==> src/design/ppf_pkg.sv <==
package ppf_pkg;

	// Window geometry
	localparam int WINDOW_SAMPLES = 1024;
	localparam int IDX_W          = $clog2(WINDOW_SAMPLES);
	localparam int LEN_W          = $clog2(WINDOW_SAMPLES + 1);

	// Field widths
	localparam int SAMPLE_W   = 12;
	localparam int LEVEL_W    = 16;
	localparam int MINW_W     = 11;
	localparam int POS_W      = 10;
	localparam int ORD_W      = 9;
	localparam int AMP_W      = LEVEL_W + 2;   // signed baseline - 16*sample
	localparam int CMP_W      = (LEN_W > MINW_W) ? LEN_W : MINW_W;

	localparam logic [ORD_W-1:0] ORD_MAX = '1;

	// Configuration port
	localparam int DATA_W = 32;
	localparam int ADDR_W = 4;

	typedef enum logic [1:0] {
		REG_BASELINE  = 2'd0,
		REG_THRESHOLD = 2'd1,
		REG_MIN_WIDTH = 2'd2
	} reg_idx_t;

	// Reset values; threshold is 2.0 counts in sixteenths
	localparam logic [LEVEL_W-1:0] BASELINE_RST  = '0;
	localparam logic [LEVEL_W-1:0] THRESHOLD_RST = LEVEL_W'(32);
	localparam logic [MINW_W-1:0]  MIN_WIDTH_RST = MINW_W'(3);

	typedef struct packed {
		logic [LEVEL_W-1:0] baseline;
		logic [LEVEL_W-1:0] threshold;
		logic [MINW_W-1:0]  min_width;
	} cfg_t;

	typedef struct packed {
		logic [SAMPLE_W-1:0] sample;
		logic                last;
	} item_t;

	typedef struct packed {
		logic [POS_W-1:0]   position;
		logic [LEVEL_W-1:0] height;
		logic [ORD_W-1:0]   ordinal;
		logic               window_end;
	} peak_t;

endpackage

==> src/design/ppf_cfg.sv <==
module ppf_cfg (
	input  logic                        clk,
	input  logic                        arst_n,
	input  logic                        psel,
	input  logic                        penable,
	input  logic                        pwrite,
	input  logic [ppf_pkg::ADDR_W-1:0]  paddr,
	input  logic [ppf_pkg::DATA_W-1:0]  pwdata,
	output logic [ppf_pkg::DATA_W-1:0]  prdata,
	output logic                        pready,
	output ppf_pkg::cfg_t               cfg
);

	logic [ppf_pkg::LEVEL_W-1:0] baseline_q;
	logic [ppf_pkg::LEVEL_W-1:0] threshold_q;
	logic [ppf_pkg::MINW_W-1:0]  min_width_q;
	logic                        wr_en;
	ppf_pkg::reg_idx_t           reg_idx;

	assign pready  = 1'b1;
	assign wr_en   = psel && penable && pwrite;
	assign reg_idx = ppf_pkg::reg_idx_t'(paddr[3:2]);

	always_ff @(posedge clk or negedge arst_n) begin
		if (!arst_n) begin
			baseline_q  <= ppf_pkg::BASELINE_RST;
			threshold_q <= ppf_pkg::THRESHOLD_RST;
			min_width_q <= ppf_pkg::MIN_WIDTH_RST;
		end else if (wr_en) begin
			unique case (reg_idx)
				ppf_pkg::REG_BASELINE:  baseline_q  <= pwdata[ppf_pkg::LEVEL_W-1:0];
				ppf_pkg::REG_THRESHOLD: threshold_q <= pwdata[ppf_pkg::LEVEL_W-1:0];
				ppf_pkg::REG_MIN_WIDTH: min_width_q <= pwdata[ppf_pkg::MINW_W-1:0];
				default: ;
			endcase
		end
	end

	always_comb begin
		unique case (reg_idx)
			ppf_pkg::REG_BASELINE:  prdata = ppf_pkg::DATA_W'(baseline_q);
			ppf_pkg::REG_THRESHOLD: prdata = ppf_pkg::DATA_W'(threshold_q);
			ppf_pkg::REG_MIN_WIDTH: prdata = ppf_pkg::DATA_W'(min_width_q);
			default:                prdata = '0;
		endcase
	end

	assign cfg.baseline  = baseline_q;
	assign cfg.threshold = threshold_q;
	assign cfg.min_width = min_width_q;

endmodule

==> src/design/ppf_detect.sv <==
module ppf_detect (
	input  logic            clk,
	input  logic            arst_n,
	input  ppf_pkg::cfg_t   cfg,
	input  ppf_pkg::item_t  item,
	input  logic            item_valid,
	input  logic            out_free,
	output logic            advance,
	output logic            report,
	output ppf_pkg::peak_t  peak
);

	localparam int IDX_W = ppf_pkg::IDX_W;
	localparam int LEN_W = ppf_pkg::LEN_W;
	localparam int AMP_W = ppf_pkg::AMP_W;

	// window / pulse state
	logic [IDX_W-1:0]            sample_index_q;
	logic                        in_pulse_q;
	logic [IDX_W-1:0]            pulse_start_q;
	logic [ppf_pkg::LEVEL_W-1:0] max_amp_q;
	logic [IDX_W-1:0]            max_index_q;
	logic [ppf_pkg::ORD_W-1:0]   pulse_count_q;

	logic signed [AMP_W-1:0]     amp;
	logic                        above;
	logic                        last;
	logic                        opening;
	logic                        closing;
	logic                        new_max;
	logic [IDX_W-1:0]            nxt_start;
	logic [ppf_pkg::LEVEL_W-1:0] nxt_max_amp;
	logic [IDX_W-1:0]            nxt_max_index;
	logic [LEN_W-1:0]            len;
	logic                        long_enough;

	assign amp = $signed(AMP_W'(cfg.baseline)) -
	             $signed(AMP_W'({item.sample, 4'b0000}));
	assign above = amp > $signed(AMP_W'(cfg.threshold));
	assign last  = item.last || (sample_index_q == IDX_W'(ppf_pkg::WINDOW_SAMPLES - 1));

	assign opening = above && !in_pulse_q;
	assign closing = !above && in_pulse_q;
	// amp is positive whenever above is set, so its low bits are the height
	assign new_max = above && (opening || (amp > $signed(AMP_W'(max_amp_q))));

	assign nxt_start     = opening ? sample_index_q : pulse_start_q;
	assign nxt_max_amp   = new_max ? amp[ppf_pkg::LEVEL_W-1:0] : max_amp_q;
	assign nxt_max_index = new_max ? sample_index_q : max_index_q;

	// below-threshold close excludes the closing sample; end-of-window close includes it
	assign len = closing ? (LEN_W'(sample_index_q) - LEN_W'(pulse_start_q))
	                     : (LEN_W'(sample_index_q) + LEN_W'(1) - LEN_W'(nxt_start));
	assign long_enough = ppf_pkg::CMP_W'(len) >= ppf_pkg::CMP_W'(cfg.min_width);

	assign report  = item_valid && (closing || (above && last)) && long_enough;
	assign advance = item_valid && (!report || out_free);

	assign peak.position   = ppf_pkg::POS_W'(nxt_max_index);
	assign peak.height     = nxt_max_amp;
	assign peak.ordinal    = pulse_count_q;
	assign peak.window_end = !closing;

	always_ff @(posedge clk or negedge arst_n) begin
		if (!arst_n) begin
			sample_index_q <= '0;
			in_pulse_q     <= 1'b0;
			pulse_start_q  <= '0;
			max_amp_q      <= '0;
			max_index_q    <= '0;
			pulse_count_q  <= '0;
		end else if (advance) begin
			if (last) begin
				sample_index_q <= '0;
				in_pulse_q     <= 1'b0;
				pulse_start_q  <= '0;
				max_amp_q      <= '0;
				max_index_q    <= '0;
				pulse_count_q  <= '0;
			end else begin
				sample_index_q <= sample_index_q + IDX_W'(1);
				in_pulse_q     <= above;
				pulse_start_q  <= nxt_start;
				max_amp_q      <= nxt_max_amp;
				max_index_q    <= nxt_max_index;
				if (report && (pulse_count_q != ppf_pkg::ORD_MAX)) begin
					pulse_count_q <= pulse_count_q + ppf_pkg::ORD_W'(1);
				end
			end
		end
	end

endmodule

==> src/design/ppf_out_reg.sv <==
module ppf_out_reg (
	input  logic            clk,
	input  logic            arst_n,
	input  logic            load,
	input  ppf_pkg::peak_t  peak_in,
	input  logic            out_stall,
	output logic            out_valid,
	output ppf_pkg::peak_t  peak_out,
	output logic            free
);

	logic           valid_q;
	ppf_pkg::peak_t peak_q;

	// slot can take a new beat when empty or being drained this cycle
	assign free = !valid_q || !out_stall;

	always_ff @(posedge clk or negedge arst_n) begin
		if (!arst_n) begin
			valid_q <= 1'b0;
		end else if (load) begin
			valid_q <= 1'b1;
		end else if (!out_stall) begin
			valid_q <= 1'b0;
		end
	end

	always_ff @(posedge clk) begin
		if (load) begin
			peak_q <= peak_in;
		end
	end

	assign out_valid = valid_q;
	assign peak_out  = peak_q;

endmodule

==> src/design/pulse_peak_finder_top.sv <==
// Pulse peak finder.
// Input channel (in_valid / in_stall): one digitizer sample per beat, with
// window_last marking the final sample of a window. Amplitude is
// baseline_level - 16*sample in sixteenths of a count; a pulse is a run of
// samples above amp_threshold. For each pulse lasting at least min_width
// samples one output beat carries the index of its first highest sample,
// that height, its ordinal within the window and window_end.
// Output channel (out_valid / out_stall): zero or one beat per input beat.
// Pipeline: a sample is registered in the input register on acceptance and
// evaluated against the pulse state; its result loads the output register as it advances.
// Throughput: one sample per clock while in_stall is low, with the single
// compare/update stage between the input register and the result register.
// Stall: a result waiting in the output register does not block samples that
// produce no result; in_stall rises only when a new result is ready and the
// output register is still held by out_stall.
// Reset (arst_n low): registers return to baseline 0, threshold 32, min width
// 3; the window index, pulse state and ordinal count clear; both valids drop.
// The APB port is always ready; the user must write registers only while idle (not enforced).
module pulse_peak_finder_top (
	input  logic                          clk,
	input  logic                          arst_n,
	input  logic                          psel,
	input  logic                          penable,
	input  logic                          pwrite,
	input  logic [ppf_pkg::ADDR_W-1:0]    paddr,
	input  logic [ppf_pkg::DATA_W-1:0]    pwdata,
	output logic [ppf_pkg::DATA_W-1:0]    prdata,
	output logic                          pready,
	input  logic                          in_valid,
	output logic                          in_stall,
	input  logic [ppf_pkg::SAMPLE_W-1:0]  sample,
	input  logic                          window_last,
	output logic                          out_valid,
	input  logic                          out_stall,
	output logic [ppf_pkg::POS_W-1:0]     peak_position,
	output logic [ppf_pkg::LEVEL_W-1:0]   peak_height,
	output logic [ppf_pkg::ORD_W-1:0]     peak_ordinal,
	output logic                          window_end
);

	ppf_pkg::cfg_t  cfg;
	ppf_pkg::item_t item_s1;
	logic           valid_s1;
	logic           in_accept;
	logic           advance;
	logic           report;
	logic           out_free;
	ppf_pkg::peak_t peak_new;
	ppf_pkg::peak_t peak_out;

	ppf_cfg u_cfg (
		.clk     (clk),
		.arst_n  (arst_n),
		.psel    (psel),
		.penable (penable),
		.pwrite  (pwrite),
		.paddr   (paddr),
		.pwdata  (pwdata),
		.prdata  (prdata),
		.pready  (pready),
		.cfg     (cfg)
	);

	// Input register: holds one sample until the detect stage consumes it.
	assign in_stall  = valid_s1 && !advance;
	assign in_accept = in_valid && !in_stall;

	always_ff @(posedge clk or negedge arst_n) begin
		if (!arst_n) begin
			valid_s1 <= 1'b0;
		end else if (in_accept) begin
			valid_s1 <= 1'b1;
		end else if (advance) begin
			valid_s1 <= 1'b0;
		end
	end

	always_ff @(posedge clk) begin
		if (in_accept) begin
			item_s1.sample <= sample;
			item_s1.last   <= window_last;
		end
	end

	ppf_detect u_detect (
		.clk        (clk),
		.arst_n     (arst_n),
		.cfg        (cfg),
		.item       (item_s1),
		.item_valid (valid_s1),
		.out_free   (out_free),
		.advance    (advance),
		.report     (report),
		.peak       (peak_new)
	);

	ppf_out_reg u_out (
		.clk       (clk),
		.arst_n    (arst_n),
		.load      (report && advance),
		.peak_in   (peak_new),
		.out_stall (out_stall),
		.out_valid (out_valid),
		.peak_out  (peak_out),
		.free      (out_free)
	);

	assign peak_position = peak_out.position;
	assign peak_height   = peak_out.height;
	assign peak_ordinal  = peak_out.ordinal;
	assign window_end    = peak_out.window_end;

endmodule

==> config.mk <==
export PLATFORM = sky130hd
export DESIGN_NAME = pulse_peak_finder_top
export DESIGN_NICKNAME = d
export VERILOG_FILES = /design/src/design/ppf_pkg.sv /design/src/design/ppf_cfg.sv /design/src/design/ppf_detect.sv /design/src/design/ppf_out_reg.sv /design/src/design/pulse_peak_finder_top.sv
export SDC_FILE = /design/constraint.sdc
export NUM_CORES = 1
export LEC_CHECK = 0
export BUFFER_PORTS_ARGS = -buffer_cell sky130_fd_sc_hd__buf_2
export CORE_ASPECT_RATIO = 1.4
export CORE_UTILIZATION = 45
export DETAILED_ROUTE_END_ITERATION = 8
export GPL_TIMING_DRIVEN = 0
export HOLD_SLACK_MARGIN = 0.05
export PLACE_DENSITY = 0.76
export SETUP_SLACK_MARGIN = 0.05
export SLEW_MARGIN = 20
export SYNTH_ARGS = -nofsm -noshare
export SYNTH_HDL_FRONTEND = slang
export SYNTH_HIERARCHICAL = 1
export SYNTH_SLANG_ARGS = --single-unit
export TNS_END_PERCENT = 10
==> constraint.sdc <==
create_clock -name clk -period 9.03 [get_ports clk]
set_input_delay 0.4515 -clock clk [delete_from_list [all_inputs] [get_ports clk]]
set_output_delay 0.4515 -clock clk [all_outputs]
set_load 0.02 [all_outputs]
==> impl_metrics.csv <==
group,metric,value,unit
outcome,status,"finished clean",
synth,synth_area,9294,µm²
critical_path,worstPathRequired,8.58,ns
power_and_ir_drop,p_sw,1007,µW
sta,rsz0062_at_grt,"no",
sta,fin_crit,8.589,ns
cts,cts_max_path_buffers,2,
drt,wirelength,22.16,mm
sta,finalHoldViolCount,0,
power_and_ir_drop,ir_drop,0.0001528,V
global_route,grt_pass1_vias,6868,
sta,relSlewSlack,0.5586,
synth,synth_top_cell_by_area,"dfrtp_1",
cts,cts_sinks,150,
global_route,antenna_found_initial,1,
floorplanning,start_util,0.4630,
final_layout,filler_cell_count,1710,
final_layout,area_growth,17.27,%
synth,synthTopCellsByCount,"dfrtp_1 (98), ha_1 (87), inv_1 (86)",
global_route,grt_pass1_wl,35.00,mm
power_and_ir_drop,p_leak,0.005125,µW
drt,routed_via_density,5.506,
sta,holdWs,0.1872,ns
flow_run,drv_cap,0,
power_and_ir_drop,switching_share,0.3739,
floorplanning,dieArea,21240,µm²
critical_path,path_max_fanout,10,
critical_path,r2r_slack,0.64,ns
power_and_ir_drop,power.internal,1686,µW
min_path,min_path_type,"input pin to flip-flop",
synth,synth_most_common_cell,"dfrtp_1",
sta,setup_viol,0,
floorplanning,coreArea,20070,µm²
final_layout,multi_input_area,4750,µm²
sta,finalCritPeriodShare,0.9512,
drt,dr.pass1.iters,4,
synth,netlist_top_cells_area,"dfrtp_1 (26%), edfxtp_1 (16%), ha_1 (12%), mux2_2 (4.6%), a22o_1 (3.6%)",
placement,place_congestion,0.8662,
cts,root_buffer,"clkbuf_16",
synth,yosysUniqueCellTypes,78,
critical_path,cp-end-kind,"primary output",
drt,vias,6838,
placement,dp_cells,1204,
global_route,grtUsageTotal,0.2213,
sta,fin_ws,0.4411,ns
final_layout,fin_util,0.5430,
sta,tns,0,ns
cts,clock_insertion_delay_worst_skew,0.44,ns
cts,ctsHtreeMaxLevel,4,
floorplanning,die-height,172.0,µm
synth,synth.ff_latch_count,150,
critical_path,cp_common_cell,"ha_1",
sta,max_freq,0.1164,GHz
global_route,grt_max_degree,79,
synth,synth_edf_count,49,
sta,fin_skew,0.009871,ns
global_route,grt_overflow_total,0,
cts,cts_buffers,17,
critical_path,slowest_stage,"a2111oi_2",
drt,wl_per_cell,17.84,µm
sta,drv_slew,0,
floorplanning,num_rows,61,
cts,tritoncts,"built",
power_and_ir_drop,combPwrFrac,0.398,
drt,drtIter0Drc,367,
placement,place_hpwl,16.58,mm
floorplanning,fp.dieW,123.5,µm
critical_path,critPathKind,"flip-flop to primary output",
synth,ys_warn_count,6,
synth,syn_area_per_cell,11.01,µm²
cts,path_clk_slew,0.07,ns
synth,synth_cells,844,
critical_path,slowest_delay,0.46,ns
synth,async_flop_share,0.6733,
power_and_ir_drop,power_density,247.1,nW/µm²
critical_path,arrival,8.14,ns
sta,tightest_slew,0.6621,ns
floorplanning,ios,127,
placement,port_buffers,91,
drt,drtAntennaViolNets,0,
synth,ys.flop_type,"dfrtp_1",
synth,ys_seq_area_frac,0.4307,
power_and_ir_drop,clockPowerShare,0.273,
synth,synth_top_area_frac,0.2639,
final_layout,stdcell_count,1242,
power_and_ir_drop,pwr-share-seq,0.329,
final_layout,seq_area,4003,µm²
placement,place_ws,-0.2666,ns
final_layout,fin_nets,1122,
final_layout,drive_gt1_frac,0.2629,
drt,drc,0,
critical_path,start_kind,"flip-flop",
-- logic make-up after synthesis --
logic type | Yosys count | share of synthesized area
compound gates | 201 | 0.1536
flops | 150 | 0.4307
simple gates | 150 | 0.08791
buf+inv | 137 | 0.07027
mux | 92 | 0.1124
fa+ha+maj | 90 | 0.1236
xor+xnor | 22 | 0.02073
other cells | 2 | 0.0008081
-- power by group through the flow --
stage	clock [µW]	combinational, µW	sequential [µW]
2_1_floorplan	0	738	883
3_3_place_gp	0	975	893
3_5_place_dp	0	1010	897
4_1_cts	749	1030	885
5_1_grt	777	1180	898
6_report	737	1070	885
-- final timing paths --
path	startpoint	to	depth (start not counted)
max	item_s1[2]	in_stall	39
min	sample[11]	item_s1[12]	1
max reg2reg	item_s1[2]	u_out/peak_out[2]	38
min reg2reg	u_out/out_valid	u_out/out_valid	1
max in group asynchronous	arst_n	u_cfg/threshold_q[5]	3
min in group asynchronous	arst_n	u_detect/max_index_q[6]	2
-- area by class of cell --
class / instances / share of cell area
diodes: 1 / 0.0002296
inverters: 87 / 0.02996
repair buffers: 99 / 0.05177
plain buffers: 49 / 0.03054
clock inverters: 15 / 0.01653
clock buffers: 17 / 0.03903
multi-input cells: 572 / 0.4358
well taps: 252 / 0.02893
flip-flops and latches: 150 / 0.3672
-- state kept, by name, indices dropped and copies added, names as in the netlist --
name                     cells
u_cfg/min_width_q           11
u_detect/in_pulse_q          1
u_detect/max_index_q        10
item_s1                     13
valid_s1                     1
u_detect/sample_index_q     10
u_detect/pulse_count_q       9
u_detect/pulse_start_q      10
u_cfg/baseline_q            16
u_detect/max_amp_q          16
u_out/peak_out              36
u_cfg/threshold_q           16
u_out/out_valid              1
-- worst max-delay path, delay by kind of cell (launching register included) --
family | cells | cell delay [ns]
AOI/OAI and AO/OA | 17 | 3.20
and+or+nand+nor | 8 | 1.54
adders and majority gates | 5 | 1.38
buffers and inverters | 6 | 0.64
DFF | 1 | 0.43
xor gates and xnor gates | 2 | 0.28
muxes | 1 | 0.21
-- layout by cell type (no fill, tap or decap), types with 4 or more instances in the layout --
cell       instances
nor3_2             4
mux2_2            38
nand2b_1          10
a21o_1            10
buf_6              7
conb_1            17
edfxtp_1          49
ha_1              87
a22o_1            38
xnor2_1           16
clkbuf_1           8
xor2_1             4
dfrtp_1           98
buf_2            103
nand3_1           10
and3_1             7
a21oi_1           36
o31ai_1            5
o22a_1             4
mux2_4            10
o21a_1             7
clkbuf_16         17
buf_4             24
a31oi_1            6
o211ai_1           4
inv_1             86
nor2_1            33
a211oi_1           4
mux2_1            18
mux2i_1           25
o21ai_1           22
o21ai_0           33
nor2b_1            9
and2_4             4
inv_6              7
nand2_1           44
or2_2              4
-- repair_timing --
item	in CTS	in global routing
setup endpoints to repair	51	51
gates resized for setup	5	12
endpoints found under the hold margin	23	0
hold buffers	1	0
buffers inserted	2	3
pin swaps	2	4
-- metal layers --
metal | share of wire | track usage | routed length [µm]
met5 | 0 | 0 | 0
met4 | 0.057 | 0.1451 | 1259
met3 | 0.034 | 0.03628 | 764
met2 | 0.52 | 0.3954 | 11590
met1 | 0.39 | 0.2379 | 8542
-- metrics by stage --
stage / power (µW) / cell area, µm²
after global placement: 1868 / 10120
after detailed placement: 1905 / 10180
after floorplan: 1621 / 9350
final: 2694 / 10900
after CTS: 2665 / 10830
after global routing: 2853 / 10900
No activity file was read; power rests on OpenSTA's default activity.
